<file path="src/design/lphm_pkg.sv">
// Package for the linear-probing hash map: slot word layout, FSM states,
// controller/datapath command and status structs, key mixing function.
// No dependencies.
`default_nettype none

package lphm_pkg;

  // Default log2 of the slot count.
  localparam int unsigned ADDR_BITS_DEF = 10;

  localparam int unsigned KEY_W = 63;
  localparam int unsigned VAL_W = 64;

  // FNV-64 prime = 2^40 + 435.
  localparam int unsigned PRIME_HI_SHIFT = 40;
  localparam logic [63:0] PRIME_LO       = 64'd435;

  localparam int unsigned MIX_SHIFT_A = 29;
  localparam int unsigned MIX_SHIFT_B = 32;

  // One table slot as stored in the RAM.
  typedef struct packed {
    logic             used;
    logic [KEY_W-1:0] key;
    logic [VAL_W-1:0] value;
  } slot_t;

  localparam int unsigned SLOT_W = $bits(slot_t);

  typedef enum logic [2:0] {
    ST_CLEAR,
    ST_IDLE,
    ST_HASH1,
    ST_HASH2,
    ST_SEED,
    ST_READ,
    ST_CHECK,
    ST_RESP
  } state_t;

  // Controller to datapath.
  typedef struct packed {
    logic load;      // capture a new request
    logic hash1;     // first multiply
    logic hash2;     // xor-shift and second multiply
    logic seed;      // fold hash into start slot
    logic advance;   // step slot pointer and probe count
    logic record;    // latch the result and update the slot
    logic clear_wr;  // write an empty slot during the clearing sweep
  } cmd_t;

  // Datapath to controller.
  typedef struct packed {
    logic resolved;   // probe ended: empty slot, key match or sweep done
    logic slot_last;  // slot pointer at the last slot
  } status_t;

  // Multiply by the prime modulo 2^64, as a shift plus a narrow product.
  function automatic logic [63:0] mul_prime(input logic [63:0] x);
    logic [63:0] lo;
    lo = x * PRIME_LO;
    return (x << PRIME_HI_SHIFT) + lo;
  endfunction

endpackage

`default_nettype wire

</file>
<file path="src/design/lphm_ctrl.sv">
// Controller FSM of the hash map: clearing sweep, hash sequencing, probe loop.
// Depends on lphm_pkg.
`default_nettype none

module lphm_ctrl (
  input  wire logic              clk,
  input  wire logic              rst,
  input  wire logic              start,
  input  wire lphm_pkg::status_t status,
  output lphm_pkg::cmd_t         cmd,
  output logic                   busy,
  output logic                   done
);

  lphm_pkg::state_t state;
  lphm_pkg::state_t state_next;

  // State register; reset starts the clearing sweep.
  always_ff @(posedge clk) begin
    if (rst) begin
      state <= lphm_pkg::ST_CLEAR;
    end else begin
      state <= state_next;
    end
  end

  // Next state
  always_comb begin
    state_next = state;
    unique case (state)
      lphm_pkg::ST_CLEAR: begin
        if (status.slot_last) state_next = lphm_pkg::ST_IDLE;
      end
      lphm_pkg::ST_IDLE,
      lphm_pkg::ST_RESP: begin
        state_next = start ? lphm_pkg::ST_HASH1 : lphm_pkg::ST_IDLE;
      end
      lphm_pkg::ST_HASH1: state_next = lphm_pkg::ST_HASH2;
      lphm_pkg::ST_HASH2: state_next = lphm_pkg::ST_SEED;
      lphm_pkg::ST_SEED:  state_next = lphm_pkg::ST_READ;
      lphm_pkg::ST_READ:  state_next = lphm_pkg::ST_CHECK;
      lphm_pkg::ST_CHECK: begin
        state_next = status.resolved ? lphm_pkg::ST_RESP : lphm_pkg::ST_READ;
      end
      default: state_next = lphm_pkg::ST_CLEAR;
    endcase
  end

  // Outputs
  always_comb begin
    cmd  = '0;
    busy = 1'b1;
    done = 1'b0;
    unique case (state)
      lphm_pkg::ST_CLEAR: begin
        cmd.clear_wr = 1'b1;
        cmd.advance  = 1'b1;
      end
      lphm_pkg::ST_IDLE: begin
        busy     = 1'b0;
        cmd.load = start;
      end
      lphm_pkg::ST_RESP: begin
        busy     = 1'b0;
        done     = 1'b1;
        cmd.load = start;
      end
      lphm_pkg::ST_HASH1: cmd.hash1 = 1'b1;
      lphm_pkg::ST_HASH2: cmd.hash2 = 1'b1;
      lphm_pkg::ST_SEED:  cmd.seed  = 1'b1;
      lphm_pkg::ST_READ:  cmd = '0;
      lphm_pkg::ST_CHECK: begin
        cmd.record  = status.resolved;
        cmd.advance = !status.resolved;
      end
      default: cmd = '0;
    endcase
  end

endmodule

`default_nettype wire

</file>
<file path="config.mk">
export PLATFORM = sky130hd
export DESIGN_NAME = lphm_ctrl
export DESIGN_NICKNAME = d
export VERILOG_FILES = /design/src/design/lphm_pkg.sv /design/src/design/lphm_ctrl.sv
export SDC_FILE = /design/constraint.sdc
export NUM_CORES = 1
export LEC_CHECK = 0
export BUFFER_PORTS_ARGS = -buffer_cell sky130_fd_sc_hd__buf_2
export CAP_MARGIN = 20
export CELL_PAD_IN_SITES_DETAIL_PLACEMENT = 1
export CELL_PAD_IN_SITES_GLOBAL_PLACEMENT = 2
export CORE_AREA = 2 2 39 41
export DETAILED_ROUTE_END_ITERATION = 12
export DIE_AREA = 0 0 41 43
export GPL_ROUTABILITY_DRIVEN = 0
export PLACE_DENSITY = 0.68
export RECOVER_POWER = 25
export SYNTH_ARGS = -nofsm -noshare
export SYNTH_HDL_FRONTEND = slang
export SYNTH_SLANG_ARGS = --single-unit
</file>
<file path="constraint.sdc">
create_clock -name clk -period 1.6 [get_ports clk]
set_input_delay 0.08 -clock clk [delete_from_list [all_inputs] [get_ports clk]]
set_output_delay 0.08 -clock clk [all_outputs]
set_load 0.02 [all_outputs]
</file>
Word level (Yosys, flattened, before mapping)
Index checks and enable logic that the tools add are counted.
{"block": "word_totals", "register_bits": 3, "output_inout_bits": 9}
{"block": "classes", "eq_ne": 8, "n_mux": 13, "n_reduce_logical": 3}
{"operator": "$pmux W3 S7", "n": 1}
{"operator": "$eq A3 B3 Y1 const B", "n": 4}
{"operator": "$mux W1", "n": 8}
{"operator": "$eq A3 B2 Y1 const B", "n": 2}
{"operator": "$mux W2", "n": 2}
{"operator": "$eq A3 B1 Y1 const B", "n": 1}
{"operator": "$logic_not A3 Y1", "n": 1}
{"operator": "$mux W3", "n": 1}
{"operator": "$ne A2 B2 Y1 const B", "n": 1}
{"operator": "$pmux W1 S2", "n": 1}
{"operator": "$reduce_or A2 Y1", "n": 1}
{"operator": "$logic_not A1 Y1", "n": 1}

Longest topological paths before layout
Gate-level depths: netlist of run 1.
{"block": "depth", "ltp_word": 3, "depth_mapped": 4, "depth_no_buf": 3}

Least setup slack after synthesis of run 1
Ideal clock, no wire load.
{"block": "synth_path", "path_kind": "reg-to-output", "from": "reg state[2]", "to": "out cmd[2] in the netlist's numbering", "arrival_ns": 1.125, "required_time_ns": 1.520, "setup_slack_ns": 0.395, "stages_incl_launch_ff": 4, "n_path_buf": 1, "path_cell_list": "dfxtp_1 > buf_2 > nor2b_1 > a211oi_1"}
{"item": "from (decl)", "line": "lphm_ctrl.sv:15", "text": "lphm_pkg::state_t state;"}
{"item": "from (signal assigned)", "line": "lphm_ctrl.sv:21", "text": "state <= lphm_pkg::ST_CLEAR;"}
{"item": "from (signal assigned)", "line": "lphm_ctrl.sv:23", "text": "state <= state_next;"}
{"item": "to (decl)", "line": "lphm_ctrl.sv:10", "text": "output lphm_pkg::cmd_t cmd,"}

==> impl_metrics.ini, run 1 <==
[outcome]
status = completed

[sta]
tightest_slew_ns = 0.396
fmax_ghz = 0.717
fin_crit_sh_pct = 87.2
drv_slew = 0
fin_crit_ns = 1.39
slew_headroom_pct = 73.6
clock_skew_ns = 0.00552
fin_ws_ns = 0.205
hold_violations = 0
rsz0062_at_grt = no
setup_violations = 0
setup_tns_ns = 0

[clock_tree]
cts_tree = yes
clock_latency_ns = 0.23
path_clk_slew_ns = 0.04
clk_path_buf_depth = 2
clock_sinks = 3
numCtsBuffers = 3
postCtsSetupRepairBufs = 0
cts_resized = 0
cts_hold_buf = 0
root_buffer = clkbuf_4
htreeDepth = 1

[final_layout]
drive_gt1_share_pct = 43.2
fillCellCount = 179
design_area_sq_um = 327
top_regs = state x3
regArea_sq_um = 60.1
final_nets = 50
top_register = state
syn_to_final_growth_pct = 35.9
diodes = 0
post-route-util_pct = 23.6
multi_input_area_sq_um = 153
largest_reg_flops = 3

[worst_setup_path]
critical_path_class = flop to output port
cpMaxStageDelayCell = dfxtp_1
worstSetupEndpoint = cmd[6]
reg2regPathDepth = 2
cp-startpoint = state[1]$_SDFFE_PP0P_
r2r-end = state[1]$_SDFFE_PP0P_
r2r-start = state[1]$_SDFFE_PP0P_
worstSetupStartpointType = flop
worstPathCellList = xnor2_1 > and3_2 > buf_2
path_max_fanout = 11
critPathCaptureType = output port
crit_required_ns = 1.52
worstPathArrival_ns = 1.31
r2r_slack_ns = 0.45
critPathMaxStageDelay_ns = 0.55

[power]
ir_drop_mv = 0.483
p_seq_share_pct = 31.8
p_int_uw = 208
static-leakage-power_uw = 0.000157
switchingPower_uw = 104
powerDensity_nw_per_um2 = 954
sw_frac_of_total_pct = 33.3
clkPwrFrac_pct = 42.9
combPwrFrac_pct = 25.3

[drt]
drt-total-wl_um = 620
num_vias = 263
ant_nets = 0
avgViaCountPerCell = 4.38
drt_iter0_drc = 5
dr.pass1.iters = 3
wl_per_cell_um = 10.3
drc = 0

[yosys]
synthTopCellsByArea = dfxtp_1 25%, xnor2_1 7.3%, nor3_1 6.3%
avgSynthCellArea_sq_um = 8.01
synth_warnings = 0
syn_inst = 30
synth_enable_flop_cells = 0
syn_nets = 35
ys_types = 21
synth_top_cell_area_share_pct = 25.0
synth_seq_area_share_pct = 25.0
synth.cell_area_sq_um = 240
yosysTopAreaCell = dfxtp_1
synth_most_common_cell = nor2_1
async_reset_ff_share_pct = 0
netlist_top_cells_count = 4 x nor2_1, 3 x dfxtp_1, 3 x nor3_1
synth-seq-cells = 3
synth_ff_type = dfxtp_1

[worst_hold_path]
hold_class = input port to flop
hold_depth = 2

[global_routing]
grt_first_pass_wirelength_um = 979
grt-ovfl-total = 0
grt_usage_pct = 8.31
antenna_found_initial = 0
grt_max_degree = 12
first_global_vias = 264

[floorplanning]
start_util_pct = 17.4
row_count = 14
die_width_um = 41
die_area_sq_um = 1760
coreArea_sq_um = 1380
ios = 14
dieHeight_um = 43

[placed_design]
post-place-ws_ns = 0.434
dpl_cell_area_sq_um = 302
port_buffers = 13
dpl.hpwl_um = 444

[run]
max-cap-violations = 0
## routing by layer
metal  global-route usage (%)  vias up  wire, um  part of all wire, %
met3                     6.28        0        54                  8.7
met4                     2.00        0         0                    0
met2                     13.4       10       313                   50
met1                     7.96      121       253                   41
met5                        0        -         0                    0
li1                         -      132         -                    -
## per-stage QoR
step	hold slack, ns	instances	total power [uW]
6_report	0.0477	60	312
5_1_grt	0.0457	60	338
4_1_cts	0.0405	60	321
3_5_place_dp	0.292	56	182
3_3_place_gp	0.290	56	180
2_1_floorplan	0.149	30	161
## how the worst min path moves through the flow
stage	start	slack, ns	end
CTS	rst	0.04	state[1]$_SDFFE_PP0P_
finish	rst	0.05	state[1]$_SDFFE_PP0P_
global route	rst	0.05	state[1]$_SDFFE_PP0P_
detailed placement	rst	0.29	state[1]$_SDFFE_PP0P_
floorplan	rst	0.15	state[1]$_SDFFE_PP0P_
global placement	rst	0.29	state[1]$_SDFFE_PP0P_
## power by group through the flow
stage / clock network [uW] / registers (uW) / logic (uW)
global placement: 0 / 99.5 / 80.9
global route: 150 / 101 / 87.0
floorplan: 0 / 86.1 / 74.9
detailed placement: 0 / 100 / 81.1
finish: 134 / 99.0 / 79.0
CTS: 140 / 99.2 / 81.4
## placed cells by master, fill, tap and decap left out, drive strengths merged
| cell | count |
|---|---|
| and3 | 1 |
| clkbuf | 5 |
| and4b | 1 |
| o21ai | 1 |
| inv | 1 |
| a21oi | 2 |
| dfxtp | 3 |
| xnor2 | 2 |
| nand2b | 1 |
| buf | 12 |
| nand2 | 2 |
| a2111oi | 1 |
| nor2b | 1 |
| or3 | 1 |
| o21a | 1 |
| a211oi | 1 |
| nor3b | 1 |
| nor2 | 4 |
| nor3 | 3 |
## cells by family (layout without fill, tap and decap cells)
| kind of cell | Yosys count | after routing | share of synthesized area [%] |
|---|---|---|---|
| AND/OR/NAND/NOR | 15 | 15 | 37.5 |
| AO/OA/AOI/OAI | 6 | 6 | 18.7 |
| buffers and inverters | 4 | 18 | 11.5 |
| flip-flops | 3 | 3 | 25.0 |
| XOR/XNOR | 2 | 2 | 7.29 |
## worst max-delay path: cells and delay by family, from the launching register on
| kind | cells | cell delay (ns) |
|---|---|---|
| xor gates and xnor gates | 1 | 0.18 |
| DFF | 1 | 0.55 |
| buffers and inverters | 1 | 0.15 |
| and+or+nand+nor | 1 | 0.19 |
## cell type report
type	instances	area share, %
Inverter	1	1.15
Timing Repair Buffer	13	19.5
Sequential cell	3	18.4
Clock buffer	4	8.05
Tap cell	16	6.13
Multi-Input combinational cell	23	46.7
Note: power is estimated with default switching activity, not from simulation.
==> run 2, diff against run 1 <==
--- a/config.mk
+++ b/config.mk
@@ -5,6 +5,7 @@
 export SDC_FILE = /design/constraint.sdc
 export NUM_CORES = 1
 export LEC_CHECK = 0
+export ABC_AREA = 1
 export BUFFER_PORTS_ARGS = -buffer_cell sky130_fd_sc_hd__buf_2
 export CAP_MARGIN = 20
 export CELL_PAD_IN_SITES_DETAIL_PLACEMENT = 1
@@ -13,7 +14,7 @@
 export DETAILED_ROUTE_END_ITERATION = 12
 export DIE_AREA = 0 0 41 43
 export GPL_ROUTABILITY_DRIVEN = 0
-export PLACE_DENSITY = 0.68
+export PLACE_DENSITY = 0.67
 export RECOVER_POWER = 25
 export SYNTH_ARGS = -nofsm -noshare
 export SYNTH_HDL_FRONTEND = slang
==> impl_metrics.ini, run 2 <==
[outcome]
status = completed

[final_layout]
fillCellCount = 179
diodes = 0
design_area_sq_um = 314
drive_gt1_share_pct = 40.8
final_nets = 55
final_cells = 65
final_cell_mix = 13 x buf_2, 6 x inv_1, 4 x nand3_1, 4 x nor2_1
regArea_sq_um = 60.1
multi_input_area_sq_um = 116
top_register = state
largest_reg_flops = 3
mostFrequentLayoutCell = buf_2
top_regs = state x3
syn_to_final_growth_pct = 54.9

[yosys]
synthTopCellsByArea = dfxtp_1 30%, inv_1 11%, nand3_1 9.9%
synth_most_common_cell = inv_1
async_reset_ff_share_pct = 0
netlist_top_cells_count = 6 x inv_1, 4 x nand3_1, 4 x nor2_1
yosysTopAreaCell = dfxtp_1
syn_inst = 32
synth_warnings = 0
syn_nets = 37
synth_enable_flop_cells = 0
synth_ff_type = dfxtp_1
synth.cell_area_sq_um = 203
synth_top_cell_area_share_pct = 29.6
avgSynthCellArea_sq_um = 6.33
synth-seq-cells = 3
synth_seq_area_share_pct = 29.6
ys_types = 14

[power]
static-leakage-power_uw = 0.000173
finalPower_uw = 330
powerDensity_nw_per_um2 = 1050
ir_drop_mv = 0.279

[sta]
clock_skew_ns = 0.000660
tightest_slew_ns = 0.240
setup_violations = 0
fin_crit_ns = 1.30
rsz0062_at_grt = no
fin_crit_sh_pct = 81.2
hold_violations = 0
fmax_ghz = 0.769
slew_headroom_pct = 84.0
setup_tns_ns = 0
drv_slew = 0

[global_routing]
grt_first_pass_wirelength_um = 924
gr-usage-met2_pct = 12.2
grt-ovfl-total = 0
gr-usage-met1_pct = 8.63
antenna_found_initial = 0
first_global_vias = 248
grt_max_degree = 8
use_met3_pct = 1.57
grt_usage_pct = 8.12
busiest_layer = met2

[drt]
drc = 0
dr.pass1.iters = 3
avgViaCountPerCell = 4.11
num_vias = 267
ant_nets = 0
wl_per_cell_um = 8.42
drt_iter0_drc = 1
drt-total-wl_um = 547

[clock_tree]
path_clk_slew_ns = 0.04
cts_tree = yes
root_buffer = clkbuf_4
clock_sinks = 3
cts_resized = 0
postCtsSetupRepairBufs = 0
numCtsBuffers = 3
clock_latency_ns = 0.23
clk_path_buf_depth = 2
htreeDepth = 1
cts_hold_buf = 0

[placed_design]
dp.cells = 61
dpl.hpwl_um = 458
port_buffers = 13
dpl_cell_area_sq_um = 288

[worst_setup_path]
worstSetupStartpointType = flop
r2r-start = state[2]$_SDFFE_PP0P_
crit_required_ns = 1.52
worstSetupEndpoint = cmd[6]
path_max_fanout = 7
reg2regPathDepth = 5
cp-startpoint = state[1]$_SDFFE_PP0P_
critical_path_class = flop to output port
worstPathArrival_ns = 1.22
r2r-end = state[1]$_SDFFE_PP0P_
critPathCaptureType = output port
r2r_slack_ns = 0.61

[worst_hold_path]
hold_class = input port to flop

[floorplanning]
dieHeight_um = 43
die_width_um = 41
die_area_sq_um = 1760
ios = 14
coreArea_sq_um = 1380
row_count = 14
start_util_pct = 14.6

[run]
max-cap-violations = 0
[run 2: logic make-up after synthesis]
logic type,Yosys count,synth area share (%)
DFF,3,29.6
buffers and inverters,7,13.0
AOI/OAI and AO/OA,6,17.9
and+or+nand+nor,16,39.5
[run 2: how the worst min path moves through the flow]
stage	start	to	depth (start not counted)
3_5_place_dp	rst	state[1]$_SDFFE_PP0P_	2
6_report	rst	state[1]$_SDFFE_PP0P_	2
2_1_floorplan	rst	state[1]$_SDFFE_PP0P_	1
4_1_cts	rst	state[1]$_SDFFE_PP0P_	2
5_1_grt	rst	state[1]$_SDFFE_PP0P_	2
3_3_place_gp	rst	state[1]$_SDFFE_PP0P_	2
[run 2: critical path, stage by stage, from the launching register on]
cell,delay (ns)
dfxtp_1,0.44
nand2_1,0.14
nand2_2,0.11
nand3_2,0.09
inv_1,0.06
buf_2,0.15
[run 2: routing by layer]
layer / wire length [um] / vias up
met3: 25 / 2
li1: - / 139
met5: 0 / -
met1: 209 / 120
met2: 294 / 6
met4: 18 / 0
[run 2: stage by stage]
stage | util (%) | hold WS [ns] | worst slack (ns)
global route | 22.7 | 0.0521 | 0.186
detailed placement | 20.8 | 0.276 | 0.528
finish | 22.7 | 0.0290 | 0.300
global placement | 20.8 | 0.270 | 0.514
floorplan | - | 0.149 | 0.513
CTS | 22.7 | 0.0243 | 0.272
[run 2: where the power goes]
part           total [uW]  switching [uW]  internal (uW)
Sequential           94.8            12.2           82.5
Combinational         101            65.6           35.6
Clock                 134            40.1           93.5
[run 2: area by class of cell]
class | count | share of cell area, %
Clock buffer | 4 | 8.37
Tap cell | 16 | 6.37
Inverter | 7 | 8.37
Sequential cell | 3 | 19.1
Timing Repair Buffer | 13 | 20.7
Multi-Input combinational cell | 22 | 37.1
